$ cat src/design/diff_drive_odometry_top_defines.svh
// Assertion macros used by the odometry queue.
`ifndef DIFF_DRIVE_ODOMETRY_TOP_DEFINES_SVH
`define DIFF_DRIVE_ODOMETRY_TOP_DEFINES_SVH

// Same-cycle implication, sampled on clk, off during reset.
`define DDO_ASSERT_IMPL(lbl, ante, cons, msg) \
  lbl: assert property (@(posedge clk) disable iff (!rst_n) (ante) |-> (cons)) \
    else $error(msg);

// Next-cycle implication, sampled on clk, off during reset.
`define DDO_ASSERT_NEXT(lbl, ante, cons, msg) \
  lbl: assert property (@(posedge clk) disable iff (!rst_n) (ante) |=> (cons)) \
    else $error(msg);

`endif

$ cat src/design/ddo_pkg.sv
// Shared types, constants and helper functions of the odometry block.
`timescale 1ns / 1ps
package ddo_pkg;

  localparam int CORDIC_STEPS_DEF = 24;

  localparam logic [15:0] WHEEL_RADIUS_RST = 16'd3277;
  localparam logic [23:0] INV_SEP_RST      = 24'd327680;
  localparam logic [23:0] SPEED_GAIN_RST   = 24'd1756878;

  localparam logic [23:0] INV_PI_Q24  = 24'd5340353;
  localparam logic [31:0] CORDIC_GAIN = 32'd652032874;

  // Configuration register indexes
  localparam logic [1:0] CFG_WHEEL_RADIUS = 2'd0;
  localparam logic [1:0] CFG_INV_SEP      = 2'd1;
  localparam logic [1:0] CFG_SPEED_GAIN   = 2'd2;

  // Per-word results of the front end, consumed by the back end
  typedef struct packed {
    logic signed [31:0] lin;
    logic signed [31:0] turn;
    logic signed [31:0] lw;
    logic signed [31:0] rw;
    logic        [31:0] dyaw;
    logic        [23:0] dt;
  } ddo_item_t;

  typedef struct packed {
    logic full;
    logic empty;
  } ddo_qstat_t;

  function automatic logic signed [31:0] sat32(input logic signed [65:0] v);
    if (v > 66'sd2147483647) begin
      return 32'sh7FFFFFFF;
    end else if (v < -66'sd2147483648) begin
      return 32'sh80000000;
    end else begin
      return v[31:0];
    end
  endfunction

  // atan(2^-i) on a 2^32 = 2*pi scale
  function automatic logic [31:0] atan_val(input logic [4:0] i);
    case (i)
      5'd0:  return 32'h20000000;
      5'd1:  return 32'h12E4051E;
      5'd2:  return 32'h09FB385B;
      5'd3:  return 32'h051111D4;
      5'd4:  return 32'h028B0D43;
      5'd5:  return 32'h0145D7E1;
      5'd6:  return 32'h00A2F61E;
      5'd7:  return 32'h00517C55;
      5'd8:  return 32'h0028BE53;
      5'd9:  return 32'h00145F2F;
      5'd10: return 32'h000A2F98;
      5'd11: return 32'h000517CC;
      5'd12: return 32'h00028BE6;
      5'd13: return 32'h000145F3;
      5'd14: return 32'h0000A2FA;
      5'd15: return 32'h0000517D;
      5'd16: return 32'h000028BE;
      5'd17: return 32'h0000145F;
      5'd18: return 32'h00000A30;
      5'd19: return 32'h00000518;
      5'd20: return 32'h0000028C;
      5'd21: return 32'h00000146;
      5'd22: return 32'h000000A3;
      5'd23: return 32'h00000051;
      5'd24: return 32'h00000029;
      5'd25: return 32'h00000014;
      5'd26: return 32'h0000000A;
      5'd27: return 32'h00000005;
      5'd28: return 32'h00000003;
      5'd29: return 32'h00000001;
      5'd30: return 32'h00000001;
      default: return 32'h00000000;
    endcase
  endfunction

endpackage

$ cat src/design/ddo_queue.sv
// Two-word queue between front and back ends.
`timescale 1ns / 1ps
`include "diff_drive_odometry_top_defines.svh"
module ddo_queue (
  input  logic                 clk,
  input  logic                 rst_n,
  input  logic                 push,
  input  ddo_pkg::ddo_item_t   din,
  input  logic                 pop,
  output ddo_pkg::ddo_item_t   dout,
  output ddo_pkg::ddo_qstat_t  stat
);
  import ddo_pkg::*;

  ddo_item_t  ent_r [2];
  logic       wp_r, rp_r;
  logic [1:0] cnt_r;

  assign dout       = ent_r[rp_r];
  assign stat.full  = (cnt_r == 2'd2);
  assign stat.empty = (cnt_r == 2'd0);

  always_ff @(posedge clk) begin
    if (!rst_n) begin
      wp_r  <= 1'b0;
      rp_r  <= 1'b0;
      cnt_r <= 2'd0;
    end else begin
      if (push) wp_r <= !wp_r;
      if (pop)  rp_r <= !rp_r;
      if (push && !pop) begin
        cnt_r <= cnt_r + 2'd1;
      end else if (pop && !push) begin
        cnt_r <= cnt_r - 2'd1;
      end
    end
  end

  always_ff @(posedge clk) begin
    if (push) ent_r[wp_r] <= din;
  end

  `DDO_ASSERT_IMPL(a_q_no_ovf, push, cnt_r != 2'd2, "queue push while full")
  `DDO_ASSERT_IMPL(a_q_no_unf, pop, cnt_r != 2'd0, "queue pop while empty")
  `DDO_ASSERT_IMPL(a_q_cnt_max, 1'b1, cnt_r != 2'd3, "queue count out of range")
  `DDO_ASSERT_NEXT(a_q_ptrs, cnt_r == 2'd0 && !push, wp_r == rp_r, "pointers split when empty")

endmodule

$ cat config.mk
export PLATFORM = sky130hd
export DESIGN_NAME = ddo_queue
export DESIGN_NICKNAME = d
export VERILOG_FILES = /design/src/design/ddo_pkg.sv /design/src/design/ddo_queue.sv
export VERILOG_INCLUDE_DIRS = /design/src /design/src/design
export SDC_FILE = /design/constraint.sdc
export NUM_CORES = 1
export LEC_CHECK = 0
export BUFFER_PORTS_ARGS = -buffer_cell sky130_fd_sc_hd__clkbuf_2
export CELL_PAD_IN_SITES_DETAIL_PLACEMENT = 2
export CELL_PAD_IN_SITES_GLOBAL_PLACEMENT = 2
export CORE_MARGIN = 1
export CORE_UTILIZATION = 40
export CTS_BUF_LIST = sky130_fd_sc_hd__clkbuf_2
export DETAILED_ROUTE_END_ITERATION = 8
export GPL_TIMING_DRIVEN = 0
export PLACE_DENSITY_LB_ADDON = 0.1
export REMOVE_ABC_BUFFERS = 1
export SLEW_MARGIN = 10
export SYNTH_ARGS = -nofsm -noshare
export SYNTH_HDL_FRONTEND = slang
export SYNTH_SLANG_ARGS = --single-unit
$ cat constraint.sdc
create_clock -name clk -period 13.8 [get_ports clk]
set_input_delay 1.38 -clock clk [delete_from_list [all_inputs] [get_ports clk]]
set_output_delay 1.38 -clock clk [all_outputs]
set_load 0.005 [all_outputs]
==> results of run 1 <==
cells by family after synthesis:
logic type | after synthesis | synth area share
buffers and inverters | 21 | 0.0154
multiplexers | 184 | 0.153
adder cells (fa/ha/maj) | 1 | 0.000923
AND/OR/NAND/NOR | 9 | 0.00416
XOR/XNOR | 3 | 0.00194
flip-flops | 373 | 0.823
AO/OA/AOI/OAI | 3 | 0.00148
tightest hold or removal path: cells and delay by family (launching register included):
kind	cells	cell delay, ps
compound gates	2	170
flops	1	350
through the flow:
| step | hold WS, ps | power, mW | setup WS [ps] | utilization |
|---|---|---|---|---|
| 3_3_place_gp | 493 | 1.63 | -2170 | 0.471 |
| 6_report | 554 | 2.28 | 9490 | 0.506 |
| 3_5_place_dp | 529 | 1.60 | 10380 | 0.482 |
| 5_1_grt | 463 | 2.40 | 9170 | 0.506 |
| 4_1_cts | 476 | 2.33 | 9260 | 0.506 |
| 2_1_floorplan | 473 | 1.48 | 3690 | - |
cell usage after synthesis:
cell and instances:
a21boi_0 1, mux2_2 184, xnor2_1 1, buf_2 2, edfxtp_1 368, nor2b_1 2, o21ai_0 1, inv_1 1
buf_6 16, and2_1 4, and2b_2 1, xor2_1 2, nor2_1 1, dfxtp_1 5, buf_4 2, ha_1 1
o21a_1 1, or3_1 1
where the power goes:
part	switching, mW	internal [mW]
Combinational	0.118	0.126
Clock	0.427	0.279
Sequential	0.0206	1.31
final cells by class:
class / instances / area, um^2 / share of cell area
Antenna cell: 4 / 10.0 / 0.000591
Timing Repair Buffer: 388 / 2200 / 0.130
Clock inverter: 14 / 52.6 / 0.00310
Sequential cell: 373 / 11200 / 0.659
Inverter: 1 / 3.75 / 0.000222
Clock buffer: 149 / 746 / 0.0441
Tap cell: 448 / 561 / 0.0331
Multi-Input combinational cell: 200 / 2200 / 0.130
state kept, by name (all words and copies together), names as in the netlist, named ones only:
name and count:
wp_r 1, rp_r 1, ent_r 368, cnt_r 2
per-layer routing:
layer  share of wire  global-route usage  vias to the layer above
met5         0.00079                   0                        -
met4           0.018              0.0630                        4
met3            0.11               0.104                       57
met2            0.54               0.343                      298
met1            0.33               0.182                     3609
li1                -                   -                     3361
final timing paths:
path,start,cells past startpoint,slack (ps),end
max reg2reg,wp_r,3,11750,ent_r[1][49]
min reg2reg,cnt_r[1],2,550,cnt_r[1]
max,flop,4,9490,dout[141]
min,cnt_r[1],2,550,cnt_r[1]
==> flow_metrics.env, run 1 <==
export IMPL_status="finished clean"
export IMPL_vdd_ir_drop_max_mv=0.0621
export IMPL_core_area_um2=33400
export IMPL_powerDensity_nw_per_um2=135
export IMPL_die_width_um=186
export IMPL_max_freq_mhz=232
export IMPL_slew_headroom=0.466
export IMPL_tightestPinTransition_ps=801
export IMPL_synth_top_area_frac=0.816
export IMPL_cp_start_kind="flop"
export IMPL_ant_nets=0
export IMPL_crit_family="flip-flops"
export IMPL_finalCritPeriodShare=0.312
export IMPL_rsz0062_at_grt="false"
export IMPL_worstPathCellList="buf_12 -> buf_16 -> mux2_2 -> clkbuf_2"
export IMPL_tns_ps=0
export IMPL_final_common_cell="clkbuf_2"
export IMPL_end_kind="output pin"
export IMPL_port_buffers=373
export IMPL_cts_buffers=95
export IMPL_final_max_slew_violation_count=0
export IMPL_cts_buffer_depth=3
export IMPL_drt_total_wl_mm=32.7
export IMPL_place_area_um2=16100
export IMPL_ys_warnings_count=0
export IMPL_fin_area_um2=16900
export IMPL_min_period_ps=4310
export IMPL_synth_seq_area_share=0.823
export IMPL_clock_latency_ps=910
export IMPL_clk_pin_slew_worst_paths_ps=100
export IMPL_first_iter_violations=221
export IMPL_drive_gt1_frac=0.644
export IMPL_root_buffer="clkbuf_2"
export IMPL_grt_pass1_vias=8314
export IMPL_syn_area_um2=13500
export IMPL_clkSinkCount=373
export IMPL_n_fill_cell=3124
export IMPL_cp_slowest_stage_delay_ps=870
export IMPL_final_cells=1577
export IMPL_nets=1248
export IMPL_grt_max_degree=59
export IMPL_crit_required_ps=12420
export IMPL_rows=67
export IMPL_yosysUniqueCellTypes=18
export IMPL_drv_cap=0
export IMPL_globalRouteOverflowTotal=0
export IMPL_cp_max_fo=52
export IMPL_die_h_um=186
export IMPL_arrival_ps=2930
export IMPL_postCtsResizedCells=0
export IMPL_power_leakage_nw=6.59
export IMPL_vias=7329
export IMPL_syn_avg_cell_area_um2=22.8
export IMPL_yosys_area_top_type="edfxtp_1"
export IMPL_hold_viol=0
export IMPL_cts_tree="built"
export IMPL_antenna_found_initial=5
export IMPL_critPathBufInv=3
export IMPL_drt_pass1_iterations=4
export IMPL_synth_area_top_cells="edfxtp_1, mux2_2, buf_6"
export IMPL_drc=0
export IMPL_track_usage=0.190
export IMPL_skew_ps=25.9
export IMPL_vias_per_cell=4.65
export IMPL_grt_pass1_wl_mm=47.7
export IMPL_initial_core_util=0.405
export IMPL_worstSetupPathType="flop to output pin"
export IMPL_dp_cells=1410
export IMPL_wire_per_inst_um=20.7
export IMPL_syn_to_final_growth_pct=25.0
export IMPL_syn_inst=594
export IMPL_ios=374
export IMPL_place_gp_congestion=0.699
export IMPL_slowest_stage="dfxtp_4"
export IMPL_cts_hold_fix_buffers=0
export IMPL_post_cts_buffers=0
export IMPL_setup_viol=0
export IMPL_hold_class="flop to flop"
export IMPL_final_cell_mix="clkbuf_2, edfxtp_1, mux2_2, clkinv_1, buf_12"
export IMPL_hpwl_mm=22.8
export IMPL_ys_ff_latch=373
export IMPL_fp_dieArea_um2=34600
export IMPL_h_tree_depth=3
No activity file was read; power rests on OpenSTA's default activity.
==> run 2: changes to the inputs <==
--- a/config.mk
+++ b/config.mk
@@ -6,11 +6,12 @@
 export SDC_FILE = /design/constraint.sdc
 export NUM_CORES = 1
 export LEC_CHECK = 0
+export ABC_AREA = 1
 export BUFFER_PORTS_ARGS = -buffer_cell sky130_fd_sc_hd__clkbuf_2
 export CELL_PAD_IN_SITES_DETAIL_PLACEMENT = 2
 export CELL_PAD_IN_SITES_GLOBAL_PLACEMENT = 2
 export CORE_MARGIN = 1
-export CORE_UTILIZATION = 40
+export CORE_UTILIZATION = 36
 export CTS_BUF_LIST = sky130_fd_sc_hd__clkbuf_2
 export DETAILED_ROUTE_END_ITERATION = 8
 export GPL_TIMING_DRIVEN = 0
==> constraint.sdc (replaced) <==
create_clock -name clk -period 3.5 [get_ports clk]
set_input_delay 0.35 -clock clk [delete_from_list [all_inputs] [get_ports clk]]
set_output_delay 0.35 -clock clk [all_outputs]
set_load 0.005 [all_outputs]
==> flow_metrics.env, run 2 <==
export IMPL_status="finished clean"
export IMPL_cp_max_fo=53
export IMPL_powerDensity_nw_per_um2=471
export IMPL_synth_seq_area_share=0.823
export IMPL_clkSinkCount=373
export IMPL_hp_start="din[25]"
export IMPL_largest_register="ent_r"
export IMPL_track_usage=0.227
export IMPL_core_area_um2=36900
export IMPL_clock_latency_ps=980
export IMPL_antenna_found_initial=4
export IMPL_port_buffers=373
export IMPL_drt_pass1_iterations=4
export IMPL_h_tree_depth=3
export IMPL_worstPathCellList="buf_16 -> mux2_2 -> clkbuf_2"
export IMPL_hold_path_cell_count=2
export IMPL_slowest_stage="dfxtp_4"
export IMPL_rows=70
export IMPL_synth_top_area_frac=0.815
export IMPL_syn_area_um2=13600
export IMPL_place_ws_ps=1230
export IMPL_worstSetupPathType="flop to output pin"
export IMPL_tightestPinTransition_ps=858
export IMPL_finalCritPeriodShare=0.888
export IMPL_hold_class="primary input to flop"
export IMPL_syn_inst=607
export IMPL_final_cell_mix="clkbuf_2, edfxtp_1, dlygate4sd3_1, mux2_2"
export IMPL_vias=8827
export IMPL_final_seq_area_um2=11200
export IMPL_cts_tree="built"
export IMPL_r2r_slack_ps=1410
export IMPL_cp_slowest_stage_delay_ps=880
export IMPL_setup_viol=0
export IMPL_first_iter_violations=286
export IMPL_setup_ws_ps=394
export IMPL_wire_per_inst_um=21.8
export IMPL_drt_total_wl_mm=43.0
export IMPL_cts_buffers=98
export IMPL_ys_top_cells_by_count="edfxtp_1, mux2_2, buf_6"
export IMPL_globalRouteOverflowTotal=0
export IMPL_min_period_ps=3110
export IMPL_rr_startpoint="wp_r"
export IMPL_crit_required_ps=3150
export IMPL_drc=0
export IMPL_multi_input_area_um2=2180
export IMPL_cp_start_kind="flop"
export IMPL_skew_ps=58.6
export IMPL_post_cts_buffers=0
export IMPL_place_gp_congestion=0.700
export IMPL_largest_register_ffs=368
export IMPL_syn_to_final_growth_pct=49.2
export IMPL_vias_per_cell=4.48
export IMPL_total_power_mw=9.53
export IMPL_r2r_cells=4
export IMPL_final_common_cell="clkbuf_2"
export IMPL_n_fill_cell=3361
export IMPL_yosysUniqueCellTypes=14
export IMPL_fp_dieArea_um2=38400
export IMPL_nets=1583
export IMPL_r2r_end="ent_r[1][56]"
export IMPL_cts_buffer_depth=3
export IMPL_synth_async_reset_ratio=0
export IMPL_dp_cells=1477
export IMPL_whs_ps=136
export IMPL_drive_gt1_frac=0.502
export IMPL_final_max_slew_violation_count=0
export IMPL_grt_pass1_wl_mm=63.9
export IMPL_synth_edf_count=368
export IMPL_die_h_um=196
export IMPL_initial_core_util=0.368
export IMPL_synth_area_top_cells="edfxtp_1, mux2_2, buf_6"
export IMPL_ant_nets=0
export IMPL_max_freq_mhz=322
export IMPL_ys_ff_latch=373
export IMPL_final_cells=1970
export IMPL_ys_warnings_count=0
export IMPL_synthMostInstantiatedCell="edfxtp_1"
export IMPL_hold_viol=0
export IMPL_power_leakage_nw=7.98
export IMPL_arrival_ps=2760
export IMPL_rsz0062_at_grt="false"
export IMPL_hpwl_mm=22.5
export IMPL_grt_max_degree=78
export IMPL_clk_pin_slew_worst_paths_ps=140
export IMPL_worstHoldEndpoint="ent_r[1][25]"
export IMPL_grt_pass1_vias=10500
export IMPL_dominantRegCellSynth="edfxtp_1"
export IMPL_die_width_um=196
export IMPL_ios=374
export IMPL_syn_avg_cell_area_um2=22.3
export IMPL_end_kind="output pin"
export IMPL_slew_headroom=0.426
export IMPL_root_buffer="clkbuf_2"
export IMPL_yosys_area_top_type="edfxtp_1"
export IMPL_vdd_ir_drop_max_mv=0.290
export IMPL_drv_cap=0
export IMPL_reg_top3="ent_r x368, cnt_r x2"
run 2: cell count changes in the layout (fill, tap and decap cells not counted), sizes merged, moves of 4 or more:
cell         change
dlygate4sd3    +321
inv             +10
clkbuf           +8
nand2            +8
nor2             +8
clkinv           -7
and2             -4
run 2: critical path: cells and delay by family (launching register included):
kind                   cells  cell delay, ps
DFF                        1             880
muxes                      1             400
buffers and inverters      2             470
run 2: through the flow:
| step | area (um^2) | utilization | TNS (ps) |
|---|---|---|---|
| after floorplan | 13400 | - | -1498720 |
| after global placement | 15800 | 0.430 | -3700830 |
| after detailed placement | 16200 | 0.439 | 0 |
| after CTS | 20200 | 0.548 | 0 |
| after global routing | 20200 | 0.548 | 0 |
| final | 20200 | 0.548 | 0 |
run 2: cell type report:
| cell class | instances | area share |
|---|---|---|
| antenna | 5 | 0.000619 |
| inverter | 8 | 0.00186 |
| multi-input combinational | 206 | 0.108 |
| timing repair buffer | 707 | 0.266 |
| clock buffer | 157 | 0.0389 |
| sequential | 373 | 0.552 |
| tap | 504 | 0.0312 |
| clock inverter | 10 | 0.00186 |
run 2: worst max-delay path by stage:
stage | start | to | slack, ps | depth (start not counted)
CTS | flop | dout[183] | 210 | 3
global placement | push | ent_r[0][154] | -11190 | 3
detailed placement | push | ent_r[0][154] | 1230 | 6
global route | flop | dout[67] | 150 | 3
finish | flop | dout[160] | 390 | 3
floorplan | push | ent_r[0][0] | -5320 | 2
run 2: metal layers:
layer	vias up	wire, um	global-route usage
li1	4041	-	-
met1	4420	14900	0.218
met2	293	24200	0.441
met3	73	2740	0.0732
met4	0	1130	0.0906
met5	-	0	0
run 2: kinds of logic (layout without fill, tap and decap cells):
| logic type | after synthesis | after routing | synth area share |
|---|---|---|---|
| flip-flops | 373 | 373 | 0.823 |
| multiplexers | 184 | 184 | 0.153 |
| buffers and inverters | 28 | 882 | 0.0174 |
| AND/OR/NAND/NOR | 19 | 19 | 0.00554 |
| AO/OA/AOI/OAI | 2 | 2 | 0.000738 |
| adder cells (fa/ha/maj) | 1 | 1 | 0.000923 |
| other | 0 | 5 | 0 |
run 2: repair_timing:
action | CTS | global route
hold buffers | 321 | 0
gates resized for setup | 0 | 0
endpoints found under the setup margin | 0 | 0
endpoints found under the hold margin | 439 | 0
run 2: report_power, final:
part	switching [mW]	internal (mW)	leakage (nW)
Sequential	0.0842	5.17	3.50
Combinational	0.540	0.673	3.81
Clock	1.92	1.15	0.676
